[config.mk]
export PLATFORM = sky130hd
export DESIGN_NAME = layer_pixel_blend_blit
export DESIGN_NICKNAME = d
export VERILOG_FILES = /design/src/design/lpbb_pkg.sv /design/src/design/lpbb_pixel_op.sv /design/src/design/layer_pixel_blend_blit.sv
export VERILOG_INCLUDE_DIRS = /design/src /design/src/design
export SDC_FILE = /design/constraint.sdc
export NUM_CORES = 1
export LEC_CHECK = 0
export ABC_AREA = 1
export BUFFER_PORTS_ARGS = -buffer_cell sky130_fd_sc_hd__buf_4
export CELL_PAD_IN_SITES_DETAIL_PLACEMENT = 1
export CELL_PAD_IN_SITES_GLOBAL_PLACEMENT = 1
export CORE_ASPECT_RATIO = 0.75
export CORE_MARGIN = 8
export CORE_UTILIZATION = 25
export CTS_CLUSTER_SIZE = 16
export DETAILED_ROUTE_END_ITERATION = 16
export HOLD_SLACK_MARGIN = 0.03
export PLACE_DENSITY = 0.57
export SYNTH_ARGS = -nofsm -noshare
export SYNTH_HDL_FRONTEND = slang
export SYNTH_HIERARCHICAL = 1
export SYNTH_SLANG_ARGS = --single-unit
[constraint.sdc]
create_clock -name clk -period 7.8 [get_ports clk]
set_input_delay 1.17 -clock clk [delete_from_list [all_inputs] [get_ports clk]]
set_output_delay 1.17 -clock clk [all_outputs]
set_load 0.05 [all_outputs]
[src/design/layer_pixel_blend_blit_defines.svh]
// Assertion macros shared by the blitter RTL.
// The clocked forms expect signals named clk and rst_n in the calling scope.
`ifndef LAYER_PIXEL_BLEND_BLIT_DEFINES_SVH
`define LAYER_PIXEL_BLEND_BLIT_DEFINES_SVH

`ifndef SYNTHESIS
`define LPBB_ASSERT(label, prop) \
    label: assert property (@(posedge clk) disable iff (!rst_n) prop) \
        else $error("layer_pixel_blend_blit: assertion failed");
`define LPBB_ASSERT_NEVER(label, cond) \
    `LPBB_ASSERT(label, !(cond))
`else
`define LPBB_ASSERT(label, prop)
`define LPBB_ASSERT_NEVER(label, cond)
`endif

`endif

[src/design/lpbb_pkg.sv]
`timescale 1ns / 1ps

package lpbb_pkg;

    localparam int PIXEL_W    = 32;
    localparam int CFG_IDX_W  = 3;
    localparam int CFG_DATA_W = 24;
    localparam int SIZE_W     = 13;

    // Blend mode codes. Any code other than alpha or key copies the source.
    localparam logic [1:0] MODE_OPAQUE = 2'd0;
    localparam logic [1:0] MODE_ALPHA  = 2'd1;
    localparam logic [1:0] MODE_KEY    = 2'd2;
    localparam logic [1:0] MODE_SPARE  = 2'd3;

    // Configuration register indexes.
    localparam logic [CFG_IDX_W-1:0] REG_BLEND_MODE    = 3'd0;
    localparam logic [CFG_IDX_W-1:0] REG_OPACITY       = 3'd1;
    localparam logic [CFG_IDX_W-1:0] REG_CHROMA_KEY    = 3'd2;
    localparam logic [CFG_IDX_W-1:0] REG_BYTES_PER_PIX = 3'd3;
    localparam logic [CFG_IDX_W-1:0] REG_REGION_WIDTH  = 3'd4;
    localparam logic [CFG_IDX_W-1:0] REG_REGION_HEIGHT = 3'd5;

    localparam logic [7:0] FULL_OPACITY = 8'hFF;
    localparam logic [2:0] BPP_FOUR     = 3'd4;

    typedef struct packed {
        logic [1:0]  mode;
        logic [7:0]  opacity;
        logic [23:0] chroma_key;
        logic        four_bytes;
    } pix_cfg_t;

endpackage

[src/design/lpbb_pixel_op.sv]
`timescale 1ns / 1ps

`include "layer_pixel_blend_blit_defines.svh"

// Per-pixel operation: constant alpha blend, color key test or copy.
module lpbb_pixel_op (
    input  lpbb_pkg::pix_cfg_t             cfg,
    input  logic [lpbb_pkg::PIXEL_W-1:0]   src_pixel,
    input  logic [lpbb_pkg::PIXEL_W-1:0]   dst_pixel,
    output logic [lpbb_pkg::PIXEL_W-1:0]   result_pixel,
    output logic                           write_enable
);

    logic [7:0]                  inv_alpha;
    logic [23:0]                 blend_rgb;
    logic [lpbb_pkg::PIXEL_W-1:0] copy_pixel;
    logic [lpbb_pkg::PIXEL_W-1:0] blend_pixel;
    logic                        key_hit;

    assign inv_alpha = lpbb_pkg::FULL_OPACITY - cfg.opacity;

    // Each color byte: (s*a + d*(255-a)) / 255. The division is exact for
    // sums below 2^16 as (x + (x >> 8) + 1) >> 8.
    for (genvar lane = 0; lane < 3; lane++) begin : g_lane
        logic [15:0] prod_s;
        logic [15:0] prod_d;
        logic [16:0] mix_sum;
        logic [16:0] div_sum;

        assign prod_s  = src_pixel[8*lane +: 8] * cfg.opacity;
        assign prod_d  = dst_pixel[8*lane +: 8] * inv_alpha;
        assign mix_sum = {1'b0, prod_s} + {1'b0, prod_d};
        assign div_sum = mix_sum + {8'd0, mix_sum[16:8]} + 17'd1;
        assign blend_rgb[8*lane +: 8] = div_sum[15:8];
    end

    assign copy_pixel  = cfg.four_bytes ? src_pixel : {dst_pixel[31:24], src_pixel[23:0]};
    assign blend_pixel = {dst_pixel[31:24], blend_rgb};
    assign key_hit     = (src_pixel[23:0] == cfg.chroma_key);

    always_comb
    begin
        result_pixel = copy_pixel;
        write_enable = 1'b1;
        unique case (cfg.mode)
            lpbb_pkg::MODE_ALPHA:
            begin
                if (cfg.opacity != lpbb_pkg::FULL_OPACITY)
                begin
                    result_pixel = blend_pixel;
                end
            end
            lpbb_pkg::MODE_KEY:
            begin
                if (key_hit)
                begin
                    result_pixel = dst_pixel;
                    write_enable = 1'b0;
                end
            end
            default:
            begin
                result_pixel = copy_pixel;
            end
        endcase
    end

endmodule

[src/design/layer_pixel_blend_blit.sv]
`timescale 1ns / 1ps
// Pipeline: two register stages, the input register and the result register; an
// item moves on when the result register is empty or taken. Throughput: one item
// per cycle while the result side flows. With the result side stalled, the input
// register takes one more item, then s_tready stays low until m_tready returns.
// Reset: rst_n (asynchronous, active low) clears the valid flags and counters and
// loads the defaults (opaque, opacity 255, key 0, four bytes, 4096 by 4096).

`include "layer_pixel_blend_blit_defines.svh"

module layer_pixel_blend_blit #(
    parameter int MAX_WIDTH  = 4096,
    parameter int MAX_HEIGHT = 4096
) (
    input  logic        clk,
    input  logic        rst_n,

    // Configuration write channel. Writes are always taken.
    input  logic                              cfg_valid,
    output logic                              cfg_ready,
    input  logic [lpbb_pkg::CFG_IDX_W-1:0]    cfg_index,
    input  logic [lpbb_pkg::CFG_DATA_W-1:0]   cfg_data,

    // Pixel pair input.
    input  logic        s_tvalid,
    output logic        s_tready,
    input  logic [63:0] s_tdata,    // [31:0] src_pixel, [63:32] dst_pixel

    // Result output.
    output logic        m_tvalid,
    input  logic        m_tready,
    output logic [31:0] m_tdata,    // [31:0] result_pixel
    output logic [1:0]  m_tuser,    // [0] write_enable, [1] row_end
    output logic        m_tlast     // region_end
);

    // Counter widths follow the largest region; the compare width also holds
    // the maximum size itself.
    localparam int COL_W = (MAX_WIDTH > 1) ? $clog2(MAX_WIDTH) : 1;
    localparam int ROW_W = (MAX_HEIGHT > 1) ? $clog2(MAX_HEIGHT) : 1;
    localparam int CMPW_W = $clog2(MAX_WIDTH + 1) + 1;
    localparam int CMPH_W = $clog2(MAX_HEIGHT + 1) + 1;

    // ------------------------------------------------------------------
    // Configuration registers
    // ------------------------------------------------------------------
    logic [1:0]                    blend_mode_reg;
    logic [7:0]                    opacity_reg;
    logic [23:0]                   chroma_key_reg;
    logic [2:0]                    bytes_per_pixel_reg;
    logic [lpbb_pkg::SIZE_W-1:0]   region_width_reg;
    logic [lpbb_pkg::SIZE_W-1:0]   region_height_reg;
    logic                          cfg_write;

    assign cfg_ready = 1'b1;
    assign cfg_write = cfg_valid && cfg_ready;

    always_ff @(posedge clk or negedge rst_n)
    begin
        if (!rst_n)
        begin
            blend_mode_reg      <= lpbb_pkg::MODE_OPAQUE;
            opacity_reg         <= lpbb_pkg::FULL_OPACITY;
            chroma_key_reg      <= 24'd0;
            bytes_per_pixel_reg <= lpbb_pkg::BPP_FOUR;
            region_width_reg    <= 13'd4096;
            region_height_reg   <= 13'd4096;
        end
        else if (cfg_write)
        begin
            unique case (cfg_index)
                lpbb_pkg::REG_BLEND_MODE:    blend_mode_reg      <= cfg_data[1:0];
                lpbb_pkg::REG_OPACITY:       opacity_reg         <= cfg_data[7:0];
                lpbb_pkg::REG_CHROMA_KEY:    chroma_key_reg      <= cfg_data[23:0];
                lpbb_pkg::REG_BYTES_PER_PIX: bytes_per_pixel_reg <= cfg_data[2:0];
                lpbb_pkg::REG_REGION_WIDTH:  region_width_reg    <= cfg_data[12:0];
                lpbb_pkg::REG_REGION_HEIGHT: region_height_reg   <= cfg_data[12:0];
                default:
                begin
                end
            endcase
        end
    end

    // ------------------------------------------------------------------
    // Effective region size. Zero counts as one, and anything above the
    // maximum counts as the maximum.
    // ------------------------------------------------------------------
    logic [CMPW_W-1:0] width_eff;
    logic [CMPH_W-1:0] height_eff;

    always_comb
    begin
        priority if (region_width_reg == '0)
            width_eff = CMPW_W'(1);
        else if (32'(region_width_reg) > MAX_WIDTH)
            width_eff = CMPW_W'(MAX_WIDTH);
        else
            width_eff = CMPW_W'(region_width_reg);

        priority if (region_height_reg == '0)
            height_eff = CMPH_W'(1);
        else if (32'(region_height_reg) > MAX_HEIGHT)
            height_eff = CMPH_W'(MAX_HEIGHT);
        else
            height_eff = CMPH_W'(region_height_reg);
    end

    // ------------------------------------------------------------------
    // Handshake and pipeline control. Stage 1 is the input register, stage 2
    // the result register that drives the master side.
    // ------------------------------------------------------------------
    logic s1_valid_reg, s1_valid_next;
    logic m_valid_reg, m_valid_next;
    logic out_load;
    logic in_accept;

    assign out_load  = !m_valid_reg || m_tready;
    assign s_tready  = !s1_valid_reg || out_load;
    assign in_accept = s_tvalid && s_tready;

    assign s1_valid_next = in_accept ? 1'b1 : (out_load ? 1'b0 : s1_valid_reg);
    assign m_valid_next  = out_load ? s1_valid_reg : m_valid_reg;

    // ------------------------------------------------------------------
    // Raster position. The counters advance once per accepted item, and the
    // row and region marks are decided at acceptance. A column count at or past a
    // shrunk width ends the row at once; a row count ends the region with that row.
    // ------------------------------------------------------------------
    logic [COL_W-1:0] col_count_reg, col_count_next;
    logic [ROW_W-1:0] row_count_reg, row_count_next;
    logic             col_last;
    logic             row_last;

    assign col_last = (CMPW_W'(col_count_reg) + CMPW_W'(1)) >= width_eff;
    assign row_last = (CMPH_W'(row_count_reg) + CMPH_W'(1)) >= height_eff;

    always_comb
    begin
        col_count_next = col_count_reg;
        row_count_next = row_count_reg;
        if (in_accept)
        begin
            if (col_last)
            begin
                col_count_next = '0;
                row_count_next = row_last ? '0 : row_count_reg + ROW_W'(1);
            end
            else
            begin
                col_count_next = col_count_reg + COL_W'(1);
            end
        end
    end

    always_ff @(posedge clk or negedge rst_n)
    begin
        if (!rst_n)
        begin
            s1_valid_reg  <= 1'b0;
            m_valid_reg   <= 1'b0;
            col_count_reg <= '0;
            row_count_reg <= '0;
        end
        else
        begin
            s1_valid_reg  <= s1_valid_next;
            m_valid_reg   <= m_valid_next;
            col_count_reg <= col_count_next;
            row_count_reg <= row_count_next;
        end
    end

    // ------------------------------------------------------------------
    // Stage 1: input register with the position marks.
    // ------------------------------------------------------------------
    logic [31:0] src_reg, src_next;
    logic [31:0] dst_reg, dst_next;
    logic        row_end_reg, row_end_next;
    logic        region_end_reg, region_end_next;

    assign src_next        = in_accept ? s_tdata[31:0] : src_reg;
    assign dst_next        = in_accept ? s_tdata[63:32] : dst_reg;
    assign row_end_next    = in_accept ? col_last : row_end_reg;
    assign region_end_next = in_accept ? (col_last && row_last) : region_end_reg;

    always_ff @(posedge clk)
    begin
        src_reg        <= src_next;
        dst_reg        <= dst_next;
        row_end_reg    <= row_end_next;
        region_end_reg <= region_end_next;
    end

    // ------------------------------------------------------------------
    // Pixel operation between the two registers. Configuration must only change
    // while the block is idle (not enforced); the live registers serve every item.
    // ------------------------------------------------------------------
    lpbb_pkg::pix_cfg_t pix_cfg;
    logic [31:0]        op_pixel;
    logic               op_write_enable;

    assign pix_cfg.mode       = blend_mode_reg;
    assign pix_cfg.opacity    = opacity_reg;
    assign pix_cfg.chroma_key = chroma_key_reg;
    assign pix_cfg.four_bytes = (bytes_per_pixel_reg == lpbb_pkg::BPP_FOUR);

    lpbb_pixel_op u_pixel_op (
        .cfg          (pix_cfg),
        .src_pixel    (src_reg),
        .dst_pixel    (dst_reg),
        .result_pixel (op_pixel),
        .write_enable (op_write_enable)
    );

    // ------------------------------------------------------------------
    // Stage 2: result register.
    // ------------------------------------------------------------------
    logic [31:0] result_reg, result_next;
    logic [1:0]  user_reg, user_next;
    logic        last_reg, last_next;
    logic        s2_load;

    assign s2_load     = out_load && s1_valid_reg;
    assign result_next = s2_load ? op_pixel : result_reg;
    assign user_next   = s2_load ? {row_end_reg, op_write_enable} : user_reg;
    assign last_next   = s2_load ? region_end_reg : last_reg;

    always_ff @(posedge clk)
    begin
        result_reg <= result_next;
        user_reg   <= user_next;
        last_reg   <= last_next;
    end

    assign m_tvalid = m_valid_reg;
    assign m_tdata  = result_reg;
    assign m_tuser  = user_reg;
    assign m_tlast  = last_reg;

    // ------------------------------------------------------------------
    // Assertions
    // ------------------------------------------------------------------
    // The end of the region is always also the end of a row.
    `LPBB_ASSERT(a_region_end_is_row_end, (m_valid_reg && last_reg) |-> user_reg[1])
    // Only a key match suppresses the write.
    `LPBB_ASSERT_NEVER(a_skip_only_in_key_mode,
        m_valid_reg && !user_reg[0] && (blend_mode_reg != lpbb_pkg::MODE_KEY))
    // Finishing the region returns both counters to the origin.
    `LPBB_ASSERT(a_region_wraps, (in_accept && col_last && row_last) |=>
        (col_count_reg == '0 && row_count_reg == '0))
    // A held item in stage 1 is never dropped while the result side stalls.
    `LPBB_ASSERT(a_stage1_held, (s1_valid_reg && !out_load) |=>
        (s1_valid_reg && $stable(src_reg) && $stable(dst_reg)))

endmodule
==> results.toml <==
[cells_and_area]
drive_gt1_share_pct = 9.70
final_nets = 3990
multi_input_area_um2 = 16500
seqCellArea_um2 = 5290
fin_cells = 4699
fill_cells = 12089
syn_to_final_growth_pct = 14.8

[place]
gp_congestion = 0.825
dpl.hpwl_mm = 70.6
pre_cts_ws_ns = 0.197
portBuffers = 132
place_inst = 4657

[clock_network]
cts_root_buf = "clkbuf_16"
clkSlewWorstSetupHoldPaths_ns = 0.10
cts_made_buffers = 17
h-tree-depth = 4
numClockSinks = 190
cts_tree = "built"
clk_path_buf_depth = 2
hold_buffers = 0
clk_latency_ns = 0.52

[setup_path]
path_buf_inv = 5
cp-start-kind = "flop"
cp-end-kind = "flop"
worst_r2r_endpoint = "m_tdata[23]"
cp_top_family = "adder cells"
crit_fanout = 13
cp_slowest_cell = "dfstp_4"
path_class = "reg -> reg"
cpPeakStageDelay_ns = 0.70
worstPathRequired_ns = 8.07
r2r_cells = 30
r2r_start = "opacity_reg[2]"
r2r_slack_ns = 0.39
cp.arrival_ns = 7.69

[logic_synthesis]
syn_area_per_cell_um2 = 7.75
synthAdderAreaFrac_pct = 35.7
synth-compound-area-share_pct = 5.93
synthArstFlopShare_pct = 46.8
synthSimpleGateAreaFrac_pct = 20.7
netlist_area_um2 = 25000
synth_mux_area_share_pct = 0.817
synth_area_leaders = "fa_1 23%, ha_1 12%, edfxtp_1 12%"
synth_cells = 3220
synth_top_area_share_pct = 23.3
yosysWarningCount = 6
dominantRegCellSynth = "edfxtp_1"
seq_area_frac_synth_pct = 21.1
synth_top_cell_by_area = "fa_1"
synth_edf_count = 101
synth_cell_types = 46
synth-xor-area-share_pct = 2.50
ys_ff_latch = 190
synth_top_family_by_area = "adder cells"

[die]
initial_utilization_pct = 25.2
rows = 100
core_area_um2 = 99100
pin_count = 134
die_area_um2 = 110000
die_h_um = 290
dieWidth_um = 381

[sta]
slew_headroom_pct = 44.8
finalClockSkew_ns = 0.0259
setup_viol = 0
fin_hold_ws_ns = 0.427
worst_pin_slew_ns = 0.825
min_period_ns = 7.41
finalHoldViolCount = 0
rsz0062_at_grt = "yes"
max_freq_mhz = 135
period_share_pct = 95.0
setup_ws_ns = 0.388
maxSlewViolCount = 0

[status]
status = "finished clean"

[min_path]
hold-path-endpoint = "m_tlast"
hp-class = "reg -> reg"
min-delay-start = "region_end_reg"
hold_depth = 0

[global_routing]
grt-ovfl-total = 0
grt_pass1_wl_mm = 134
grt_max_degree = 57
first_global_vias = 22003
antenna_found_initial = 4
grtUsageTotal_pct = 15.8

[detailed_routing]
drt_iter0_drc = 1163
dr_total_vias = 20777
wl_per_cell_um = 18.4
drt_pass1_iterations = 5
drtAntennaViolNets = 0
viasPerCell = 4.42
totalWireLength_mm = 86.5
drt_drc_violations_left = 0

[run]
cap_violations = 0
-- Yosys cell counts (11+ instances only) --
| master | count |
|---|---|
| dfrtp_1 | 78 |
| fa_1 | 291 |
| nand4_1 | 30 |
| nand3_1 | 144 |
| dfstp_2 | 11 |
| inv_1 | 755 |
| o211ai_1 | 21 |
| clkbuf_1 | 86 |
| nor2_1 | 270 |
| xnor2_1 | 23 |
| a21oi_1 | 85 |
| o21ai_1 | 14 |
| nand2_1 | 766 |
| o21ai_0 | 133 |
| xor2_1 | 34 |
| ha_1 | 246 |
| edfxtp_1 | 101 |
-- metrics by stage --
| stage | cell area (um^2) | utilization, % | setup TNS [ns] |
|---|---|---|---|
| after floorplan | 25000 | - | 0 |
| after global placement | 27900 | 28.1 | 0 |
| after detailed placement | 27900 | 28.1 | 0 |
| after CTS | 28500 | 28.8 | 0 |
| after global routing | 28600 | 28.9 | -0.0523 |
| final | 28600 | 28.9 | 0 |
-- cells by family (layout without fill, tap and decap cells) --
logic type                 count (synthesis)  after routing
adders and majority gates                537            537
buffers and inverters                    872           1020
other                                      2              7
DFF                                      190            190
and+or+nand+nor                         1262           1262
muxes                                     19             19
xor gates and xnor gates                  64             64
AOI/OAI and AO/OA                        274            274
-- routing by layer --
layer	wire length, um	track usage [%]	part of all wire (%)
met1	45500	24.0	53
met2	34700	23.0	40
met3	5320	3.54	6.2
met4	937	2.75	1.1
met5	9	0	0.010
-- area by class of cell --
class                      instances  share of cell area (%)
multi-input combinational       2160                    57.4
sequential                       190                    18.4
inverter                         771                    10.1
timing repair buffer             217                    5.94
tap                             1326                    5.79
clock buffer                      17                    1.49
clock inverter                    15                   0.751
antenna                            3                  0.0262
-- worst reg2reg max path: cells and delay by family (launching register included) --
family	cells	cell delay, ns
buf+inv	5	0.46
fa+ha+maj	8	3.90
xor+xnor	1	0.16
flops	1	0.70
compound gates	2	0.22
simple gates	14	1.71
-- layout by cell type (no fill, tap or decap), types with 5 or more instances in the layout --
master,n
a21oi_1,77
a21oi_2,9
buf_12,5
buf_4,209
clkbuf_16,17
clkinv_1,5
dfrtp_1,78
dfstp_2,8
edfxtp_1,101
fa_1,291
ha_1,242
inv_1,754
inv_12,5
inv_2,10
mux2_2,7
mux2i_1,8
nand2_1,764
nand2_2,10
nand3_1,143
nand4_1,30
nor2_1,269
nor2_2,8
nor3_1,10
nor4_1,10
o211ai_1,21
o21ai_0,133
o21ai_1,14
o21bai_1,10
xnor2_1,23
xor2_1,33
xor2_2,7
-- worst max path at each step --
stage / startpoint / end / slack, ns / cells past startpoint
floorplan: opacity_reg[2] / m_tdata[15] / 0.88 / 29
global placement: opacity_reg[1] / m_tdata[16] / 0.16 / 28
detailed placement: opacity_reg[2] / m_tdata[16] / 0.20 / 28
CTS: opacity_reg[2] / m_tdata[16] / 0.15 / 28
global route: opacity_reg[2] / m_tdata[23] / -0.03 / 31
finish: opacity_reg[2] / m_tdata[23] / 0.39 / 30
-- what timing repair did --
action	CTS	global route
resized for setup	0	21
hold endpoints to repair	0	0
setup endpoints to repair	0	19
buffers inserted	0	7
Power is not shown: default switching activity piles up to over one toggle a cycle in this logic, so the estimate is an artifact.
